## config.mk

```make
export PLATFORM = sky130hd
export DESIGN_NAME = nnis_coord_map
export DESIGN_NICKNAME = d
export VERILOG_FILES = /design/src/nearest_neighbor_image_scaler_assert.svh /design/src/nnis_pkg.sv /design/src/nnis_divider.sv /design/src/nnis_coord_map.sv
export SDC_FILE = /design/constraint.sdc
export NUM_CORES = 1
export LEC_CHECK = 0
export BUFFER_PORTS_ARGS = -buffer_cell sky130_fd_sc_hd__buf_2
export CORE_MARGIN = 4
export CORE_UTILIZATION = 45
export DETAILED_ROUTE_END_ITERATION = 10
export GPL_TIMING_DRIVEN = 0
export PLACE_DENSITY = 0.64
export SYNTH_ARGS = -nofsm -noshare
export SYNTH_HDL_FRONTEND = slang
export SYNTH_SLANG_ARGS = --single-unit
```

## constraint.sdc

```tcl
create_clock -name aclk -period 8.68 [get_ports aclk]
set_clock_uncertainty 0.05 [all_clocks]
set_input_delay 1.302 -clock aclk [delete_from_list [all_inputs] [get_ports aclk]]
set_output_delay 1.302 -clock aclk [all_outputs]
set_load 0.05 [all_outputs]
```

## src/nearest_neighbor_image_scaler_assert.svh

```systemverilog
// ----------------------------------------------------------------------------
// Assertion macros for the nearest-neighbor image scaler
// Implication checks sampled on the rising clock edge, off while in reset.
// ----------------------------------------------------------------------------
`ifndef NEAREST_NEIGHBOR_IMAGE_SCALER_ASSERT_SVH
`define NEAREST_NEIGHBOR_IMAGE_SCALER_ASSERT_SVH

// Same-cycle implication
`define NNIS_ASSERT_IMPL(lbl, clk, rstn, ante, cons) \
    lbl: assert property (@(posedge clk) disable iff (!rstn) (ante) |-> (cons)) \
        else $error("nnis same-cycle check failed");

// Next-cycle implication
`define NNIS_ASSERT_NEXT(lbl, clk, rstn, ante, cons) \
    lbl: assert property (@(posedge clk) disable iff (!rstn) (ante) |=> (cons)) \
        else $error("nnis next-cycle check failed");

`endif

```

## src/nnis_pkg.sv

```systemverilog
// ----------------------------------------------------------------------------
// nnis_pkg
// Shared widths, beat types, register codes and helpers of the scaler.
// ----------------------------------------------------------------------------
package nnis_pkg;

    // Size limits
    localparam int          MAX_SRC_DIM     = 64;
    localparam int          MAX_DST_DIM     = 256;
    localparam int unsigned DEF_SRC_PIXELS  = 4096;

    // Field widths
    localparam int PIX_W   = 32;
    localparam int SDIM_W  = 7;
    localparam int DDIM_W  = 9;
    localparam int COORD_W = 8;
    localparam int IDX_W   = 12;

    // Datapath widths
    localparam int PROD_W  = COORD_W + SDIM_W;
    localparam int Q_W     = $clog2(MAX_SRC_DIM);
    localparam int REM_W   = (PROD_W > DDIM_W + Q_W) ? PROD_W : DDIM_W + Q_W;
    localparam int AREA_W  = 2 * SDIM_W;
    localparam int CALC_W  = Q_W + SDIM_W + 1;

    typedef enum logic {
        OP_LOAD  = 1'b0,
        OP_FETCH = 1'b1
    } opcode_t;

    typedef enum logic [1:0] {
        REG_SRC_WIDTH  = 2'd0,
        REG_SRC_HEIGHT = 2'd1,
        REG_DST_WIDTH  = 2'd2,
        REG_DST_HEIGHT = 2'd3
    } reg_idx_t;

    typedef struct packed {
        logic               opcode;
        logic [IDX_W-1:0]   src_index;
        logic [PIX_W-1:0]   pixel_in;
        logic [COORD_W-1:0] dst_x;
        logic [COORD_W-1:0] dst_y;
    } nnis_in_t;

    typedef struct packed {
        logic [PIX_W-1:0] pixel_out;
        logic             out_of_range;
    } nnis_out_t;

    // Effective (saturated) image dimensions
    typedef struct packed {
        logic [SDIM_W-1:0] sw;
        logic [SDIM_W-1:0] sh;
        logic [DDIM_W-1:0] dw;
        logic [DDIM_W-1:0] dh;
    } nnis_dims_t;

    // Item state that rides along the divider stages
    typedef struct packed {
        logic             fetch;
        logic             load_ok;
        logic [IDX_W-1:0] src_index;
        logic [PIX_W-1:0] pixel;
        logic             oor;
    } nnis_side_t;

    // Store access request handed from the mapper to the pixel store
    typedef struct packed {
        logic              fetch;
        logic              wr_en;
        logic [CALC_W-1:0] index;
        logic [PIX_W-1:0]  wdata;
        logic              zero;
        logic              oor;
    } nnis_access_t;

    function automatic logic [SDIM_W-1:0] clamp_sdim(input logic [SDIM_W-1:0] v);
        logic [SDIM_W-1:0] r;
        r = v;
        if (v == '0) begin
            r = SDIM_W'(1);
        end else if (int'(v) > MAX_SRC_DIM) begin
            r = SDIM_W'(MAX_SRC_DIM);
        end
        return r;
    endfunction

    function automatic logic [DDIM_W-1:0] clamp_ddim(input logic [DDIM_W-1:0] v);
        logic [DDIM_W-1:0] r;
        r = v;
        if (v == '0) begin
            r = DDIM_W'(1);
        end else if (int'(v) > MAX_DST_DIM) begin
            r = DDIM_W'(MAX_DST_DIM);
        end
        return r;
    endfunction

endpackage

```

## src/nnis_divider.sv

```systemverilog
// ----------------------------------------------------------------------------
// nnis_divider
// Pipelined restoring divider, one quotient bit per register stage.
// ----------------------------------------------------------------------------
module nnis_divider (
    input  logic                       aclk,
    input  logic                       advance,
    input  logic [nnis_pkg::PROD_W-1:0] dividend,
    input  logic [nnis_pkg::DDIM_W-1:0] divisor,
    output logic [nnis_pkg::Q_W-1:0]    quotient
);
    import nnis_pkg::*;

    logic [REM_W-1:0] rem_reg [Q_W-1];
    logic [Q_W-1:0]   quo_reg [Q_W];

    // One stage per quotient bit, most significant first
    for (genvar k = 0; k < Q_W; k++) begin : g_step
        localparam int B = Q_W - 1 - k;
        logic [REM_W-1:0] rem_in;
        logic [REM_W-1:0] sub;
        logic [Q_W-1:0]   quo_in;
        logic [Q_W-1:0]   quo_next;
        logic             ge;

        if (k == 0) begin : g_first
            assign rem_in = REM_W'(dividend);
            assign quo_in = '0;
        end else begin : g_rest
            assign rem_in = rem_reg[k-1];
            assign quo_in = quo_reg[k-1];
        end

        // Compare against the shifted divisor
        assign sub = REM_W'(divisor) << B;
        assign ge  = (rem_in >= sub);

        always_comb begin
            quo_next    = quo_in;
            quo_next[B] = ge;
        end

        always_ff @(posedge aclk) begin
            if (advance) begin
                quo_reg[k] <= quo_next;
            end
        end

        // Last stage keeps no remainder
        if (k < Q_W - 1) begin : g_rem
            logic [REM_W-1:0] rem_next;
            assign rem_next = ge ? (rem_in - sub) : rem_in;

            always_ff @(posedge aclk) begin
                if (advance) begin
                    rem_reg[k] <= rem_next;
                end
            end
        end
    end

    assign quotient = quo_reg[Q_W-1];

endmodule

```

## src/nnis_coord_map.sv

```systemverilog
// ----------------------------------------------------------------------------
// nnis_coord_map
// Map a target coordinate to a source store index; check loads against area.
// ----------------------------------------------------------------------------
module nnis_coord_map #(
    parameter int unsigned SRC_PIXELS = nnis_pkg::DEF_SRC_PIXELS
) (
    input  logic                   aclk,
    input  logic                   aresetn,
    input  logic                   advance,
    input  logic                   in_valid,
    input  nnis_pkg::nnis_in_t     in_data,
    input  nnis_pkg::nnis_dims_t   dims,
    output logic                   acc_valid,
    output nnis_pkg::nnis_access_t acc
);
    import nnis_pkg::*;

    // Front stage
    logic              a_valid_reg;
    nnis_side_t        a_side_reg;
    nnis_side_t        a_side_next;
    logic [PROD_W-1:0] px_reg;
    logic [PROD_W-1:0] py_reg;
    logic [AREA_W-1:0] area;

    // Divider stages
    logic              d_valid_reg [Q_W];
    nnis_side_t        d_side_reg  [Q_W];
    logic [Q_W-1:0]    col;
    logic [Q_W-1:0]    row;

    // Index stage
    logic              acc_valid_reg;
    nnis_access_t      acc_reg;
    nnis_access_t      acc_next;
    logic [CALC_W-1:0] calc;

    // Decode the beat and form the products
    assign area = AREA_W'(dims.sw) * AREA_W'(dims.sh);

    always_comb begin
        a_side_next.fetch     = (in_data.opcode == OP_FETCH);
        a_side_next.load_ok   = (AREA_W'(in_data.src_index) < area) &&
                                (32'(in_data.src_index) < SRC_PIXELS);
        a_side_next.src_index = in_data.src_index;
        a_side_next.pixel     = in_data.pixel_in;
        a_side_next.oor       = (DDIM_W'(in_data.dst_x) >= dims.dw) ||
                                (DDIM_W'(in_data.dst_y) >= dims.dh);
    end

    always_ff @(posedge aclk) begin
        if (!aresetn) begin
            a_valid_reg <= 1'b0;
        end else if (advance) begin
            a_valid_reg <= in_valid;
        end
    end

    always_ff @(posedge aclk) begin
        if (advance) begin
            a_side_reg <= a_side_next;
            px_reg     <= PROD_W'(in_data.dst_x) * PROD_W'(dims.sw);
            py_reg     <= PROD_W'(in_data.dst_y) * PROD_W'(dims.sh);
        end
    end

    // Column and row quotients
    nnis_divider u_div_x (
        .aclk     (aclk),
        .advance  (advance),
        .dividend (px_reg),
        .divisor  (dims.dw),
        .quotient (col)
    );

    nnis_divider u_div_y (
        .aclk     (aclk),
        .advance  (advance),
        .dividend (py_reg),
        .divisor  (dims.dh),
        .quotient (row)
    );

    // Carry valid and item state alongside the divider stages
    for (genvar k = 0; k < Q_W; k++) begin : g_side
        if (k == 0) begin : g_first
            always_ff @(posedge aclk) begin
                if (!aresetn) begin
                    d_valid_reg[k] <= 1'b0;
                end else if (advance) begin
                    d_valid_reg[k] <= a_valid_reg;
                end
            end
            always_ff @(posedge aclk) begin
                if (advance) begin
                    d_side_reg[k] <= a_side_reg;
                end
            end
        end else begin : g_rest
            always_ff @(posedge aclk) begin
                if (!aresetn) begin
                    d_valid_reg[k] <= 1'b0;
                end else if (advance) begin
                    d_valid_reg[k] <= d_valid_reg[k-1];
                end
            end
            always_ff @(posedge aclk) begin
                if (advance) begin
                    d_side_reg[k] <= d_side_reg[k-1];
                end
            end
        end
    end

    // Form the store address: row-major index for a fetch, load index otherwise
    assign calc = CALC_W'(row) * CALC_W'(dims.sw) + CALC_W'(col);

    always_comb begin
        acc_next.fetch = d_side_reg[Q_W-1].fetch;
        acc_next.wdata = d_side_reg[Q_W-1].pixel;
        acc_next.oor   = d_side_reg[Q_W-1].oor;
        if (d_side_reg[Q_W-1].fetch) begin
            acc_next.wr_en = 1'b0;
            acc_next.index = calc;
            acc_next.zero  = d_side_reg[Q_W-1].oor || !(32'(calc) < SRC_PIXELS);
        end else begin
            acc_next.wr_en = d_side_reg[Q_W-1].load_ok;
            acc_next.index = CALC_W'(d_side_reg[Q_W-1].src_index);
            acc_next.zero  = 1'b0;
        end
    end

    always_ff @(posedge aclk) begin
        if (!aresetn) begin
            acc_valid_reg <= 1'b0;
        end else if (advance) begin
            acc_valid_reg <= d_valid_reg[Q_W-1];
        end
    end

    always_ff @(posedge aclk) begin
        if (advance) begin
            acc_reg <= acc_next;
        end
    end

    assign acc_valid = acc_valid_reg;
    assign acc       = acc_reg;

endmodule

```

# After elaboration in Yosys (flattened, before gate mapping)
# Memories as Yosys holds them, arrays and structs flattened. A register that Yosys moved wholly into a read port is not among the register bits.
# Cells that the tools add are included.
# W data, S select, Z words.
# classes
n_lt_le_gt_ge,16
addsub,11
n_reduce_logical,4
n_mux,22
bitwise_logic,6
multipliers,4
# op_table
operator,count
$mux W15,10
$ge A15 B10 Y1,2
$ge A15 B11 Y1,2
$ge A15 B12 Y1,2
$ge A15 B13 Y1,2
$ge A15 B14 Y1,2
$ge A15 B9 Y1,2
$mul A8 B7 Y15,2
$sub A15 B10 Y15,2
$sub A15 B11 Y15,2
$sub A15 B12 Y15,2
$sub A15 B13 Y15,2
$sub A15 B14 Y15,2
$ge A8 B9 Y1,2
$add A13 B6 Y14,1
$lt A12 B14 Y1,1
$lt A14 B13 Y1 const B,1
$mul A7 B7 Y14,1
$mul A6 B7 Y13,1
$mux W12,1
$mux W1,11
$or A1 B1 Y1,6
$logic_not A1 Y1,2
$logic_or A1 B1 Y1,2
# totals
memories,6
out_inout_bits,51
elab_cells,84
register_bits,128
ram_bits,510
# mem_list
memory,depth,word_bits,rd,rd_clocked_by_memory_dff,write_ports,line,source
d_side_reg,6,47,6,0,6,nnis_coord_map.sv:29,nnis_side_t d_side_reg [Q_W];
u_div_x.rem_reg,5,15,5,0,5,nnis_divider.sv:14,logic [REM_W-1:0] rem_reg [Q_W-1];
u_div_y.rem_reg,5,15,5,0,5,nnis_divider.sv:14,
u_div_x.quo_reg,6,6,6,0,6,nnis_divider.sv:15,logic [Q_W-1:0] quo_reg [Q_W];
u_div_y.quo_reg,6,6,6,0,6,nnis_divider.sv:15,
d_valid_reg,6,1,6,1,6,nnis_coord_map.sv:28,logic d_valid_reg [Q_W];

# Depth between registers and ports, before layout
# An unclocked memory read counts as a cell.
# logic_depth
depth_word,6
mapped_depth,23

# Cells and area by module
# A second synthesis with hierarchy kept.
# unflattened
cells_unflattened,2393
hier_area_um2,32107.0
# modules_own_cells
mod,cells_per_inst,instances,area_each_um2
nnis_coord_map,1320,1,20061.7
nnis_divider (u_div_x),530,1,6050.8
nnis_divider (u_div_y),543,1,5994.5

# Least setup slack after synthesis
# No wires, ideal clock.
# synth_timing
path_type,in2reg
start,in dims[24] (netlist bit)
end,reg a_side_reg[45] (netlist bit) (data pin)
arrival_ps,6005
cell_stages,21
t_required_ps,8358
setup_ps,272
path_slack_ps,2353
path_buffers,1
path_cell_list,clkbuf_1 -> nand2_1 -> fa_1 -> fa_1 -> inv_1 -> fa_1 -> inv_1 -> fa_1 -> inv_1 -> ha_1 -> o21a_1 -> a21o_1 -> a21oi_1 -> o21bai_1 -> a21oi_1 -> xnor2_1 -> ha_1 -> nand4_1 -> a21oi_1 -> a221oi_1 -> or4_1
# synth_lines
item,line,source
"start, declared",nnis_coord_map.sv:13,"input nnis_pkg::nnis_dims_t dims,"
"end signal, assigned",nnis_coord_map.sv:62,a_side_reg <= a_side_next;
"end, declared",nnis_coord_map.sv:21,nnis_side_t a_side_reg;

==> summary.md <==
| Metric | Value |
|---|---|
| RR Startpoint | `u_div_y.quo_reg[5][0]` |
| HPWL after DPL | `between 40000 and 50000 µm` |
| Worst Hold Class | `reg2reg` |
| R2R setup slack | `between 3000 and 4000 ps` |
| Routability cong. | `0.905` |
| Fin nets | `3057` |
| Area Growth Syn to Fin | `13.0%` |
| Wire per inst | `roughly 17 µm` |
| Post-CTS Resized | `0` |
| Most frequent cells in the layout | `edfxtp_1 (606), ha_1 (269), inv_1 (195), nand2_1 (169), buf_2 (152)` |
| Share of cells above drive strength 1 | `between 10% and 20%` |
| Rel. slew slack | `roughly a third` |
| CTS tree | `done` |
| Rows | `97` |
| Vias/cell | `5.21` |
| Die area | `about 75000 µm²` |
| Hold path depth | `0` |
| RSZ-0062 raised after global routing | `false` |
| Max IR drop VDD | `0.172 mV` |
| Largest net degree at the start of global routing | `approximately 130` |
| Starting Density | `45.4%` |
| Slew Limit Fails | `0` |
| Hold Crit Start | `d_side_reg[3][13]` |
| Synthesized flop and latch total | `approximately 610` |
| Mapped Area | `~32000 µm²` |
| Core area | `between 60000 and 70000 µm²` |
| Final hold vios | `0` |
| Leak Pwr | `14.4 nW` |
| Place WS | `1570 ps` |
| Share of Yosys cell area claimed by the top area cell type | `57.3%` |
| Max reg flops | `around 280` |
| GRT Resource Usage Total | `~16%` |
| Seq/Total Area, Yosys | `about 58%` |
| Worst Tran Pin Value | `around 990 ps` |
| Initial DRC count | `1171` |
| Total CTS buffers | `around 70` |
| Initial antenna violation count | `4` |
| Syn nets | `2835` |
| ANT nets after route | `0` |
| DR pass1 iterations | `7` |
| EDFF count, synth | `between 600 and 700` |
| Synth area leader | `edfxtp_1` |
| Worst-path fanout max | `10` |
| Longest Clk Path Bufs | `3` |
| WP data arrival | `around 6800 ps` |
| PD cells | `approximately 300 nW/µm²` |
| Die Span Y | `approximately 270 µm` |
| Post-CTS Setup Bufs | `0` |
| I/O pin cnt | `roughly 150` |
| Leading post-synthesis cells by cell area | `edfxtp_1 (57%), ha_1 (11%), fa_1 (7.3%)` |
| Final worst slack | `between 2000 and 2500 ps` |
| Final setup violation count | `0` |
| Library cells used by synthesis | `about 70` |
| Status | `finished, final reports clean` |
| Startpoint types | `input port` |
| Hold-fix buffers at CTS | `0` |
| DR vias | `roughly 19000` |
| PortBufs | `roughly 150` |
| Syn Area/Cell | `~13 µm²` |
| Max Cap Violations | `0` |
| Critical path class | `in2reg` |
| Setup crit end kind | `register` |
| Synth Instances | `between 2000 and 2500` |
| Async set-reset flop share out of synthesis | `0%` |
| Prevailing post-synth register cell | `edfxtp_1` |
| Overflow after GRT | `0` |
| Root Buffer | `clkbuf_16` |
| Leading cell type in the layout, fill and taps excluded | `edfxtp_1` |
| Htree depth | `3` |
| Highest clock rate | `0.153 GHz` |
| Final Critical Period | `6520 ps` |
| CTS clk-pin slew, worst paths | `60 ps` |
| Final wirelength | `60100 µm` |
| Cells on worst reg2reg path | `17` |
| Worst Hold End | `d_side_reg[4][13]` |
| Worst Path Required | `between 8000 and 9000 ps` |
| Worst-skew pair later-pin latency | `around 600 ps` |
| Horiz. Die Dim | `approximately 270 µm` |
| First-pass GRT wire length | `98700 µm` |
| Number of global-route vias before repair | `slightly below 20000` |
| CTS sink cnt | `about 610` |
| Worst hold slack | `351 ps` |
| Period utilization | `between 70% and 80%` |
| Synth Warn # | `0` |
| DRC viols | `0` |
| Worst R2R End | `acc[1]` |
==> cells by family after synthesis <==
family | after synthesis | synth area share [%]
multiplexers | 48 | 1.64
adder cells (fa/ha/maj) | 385 | 17.9
flip-flops | 609 | 57.5
AO/OA/AOI/OAI | 366 | 7.22
XOR/XNOR | 117 | 3.23
AND/OR/NAND/NOR | 593 | 9.57
buffers and inverters | 235 | 2.87
==> power breakdown <==
group / switching (mW) / internal (mW) / total, mW
Clock: 1.15 / 1.52 / 2.67
Sequential: 0.254 / 3.98 / 4.23
Combinational: 2.04 / 1.59 / 3.63
==> metal layers <==
layer | GRT usage, % | share of wire (%)
met1 | 20.6 | 43
met2 | 28.0 | 50
met3 | 3.02 | 4.4
met4 | 5.87 | 2.8
met5 | 0 | 0.023
==> cell type report <==
cell class	count	area [µm²]
antenna	2	5.00
buffer	40	180
clock buffer	89	1840
clock inverter	36	259
fill	5982	34000
inverter	195	732
multi-input combinational	1509	12600
sequential	609	18300
tap	940	1180
timing repair buffer	151	856
==> synth_stat cells, types with 16 or more instances <==
library cell,count
nand4_1,22
a21o_1,35
nor2_1,105
fa_1,116
mux2i_1,16
a21oi_1,114
clkbuf_1,30
nor4_1,16
and2_1,117
nand2b_1,22
nor2b_1,36
nand3_1,18
nand2_1,169
o21ai_0,95
ha_1,269
mux2_2,31
inv_1,195
xnor2_1,65
edfxtp_1,606
nor3_1,40
o21a_1,22
xor2_1,52
==> metrics by stage <==
stage	instances	area [µm²]	TNS (ps)	util, %	power (mW)
2_1_floorplan	2353	31700	0	-	7.00
3_3_place_gp	3440	33600	-1505230	48.1	7.79
3_5_place_dp	3444	33800	0	48.3	7.89
4_1_cts	3569	35900	0	51.3	10.6
5_1_grt	3571	35900	0	51.3	11.3
6_report	3571	35900	0	51.3	10.5
==> how the worst max path moves through the flow <==
stage | start | end | slack (ps) | cells past startpoint
floorplan | dims[24] | a_side_reg[45] | 2350 | 21
global placement | advance | d_valid_reg[0] | -2680 | 3
detailed placement | dims[25] | a_side_reg[45] | 1570 | 22
CTS | dims[25] | a_side_reg[45] | 2180 | 22
global route | dims[24] | a_side_reg[45] | 1850 | 22
finish | dims[26] | a_side_reg[45] | 2160 | 22
==> worst max-delay path, stage by stage <==
cell	delay (ps)
buf_2	110
clkbuf_1	470
nand2_1	150
fa_1	520
fa_1	540
inv_1	60
fa_1	540
inv_1	60
fa_1	530
inv_1	40
ha_1	330
o21a_1	190
a21o_1	170
a21oi_1	280
o21bai_1	100
a21oi_1	180
xnor2_1	110
ha_1	300
nand4_1	100
a21oi_1	120
a221oi_1	120
or4_1	450
Note: power is estimated with default switching activity, not from simulation.
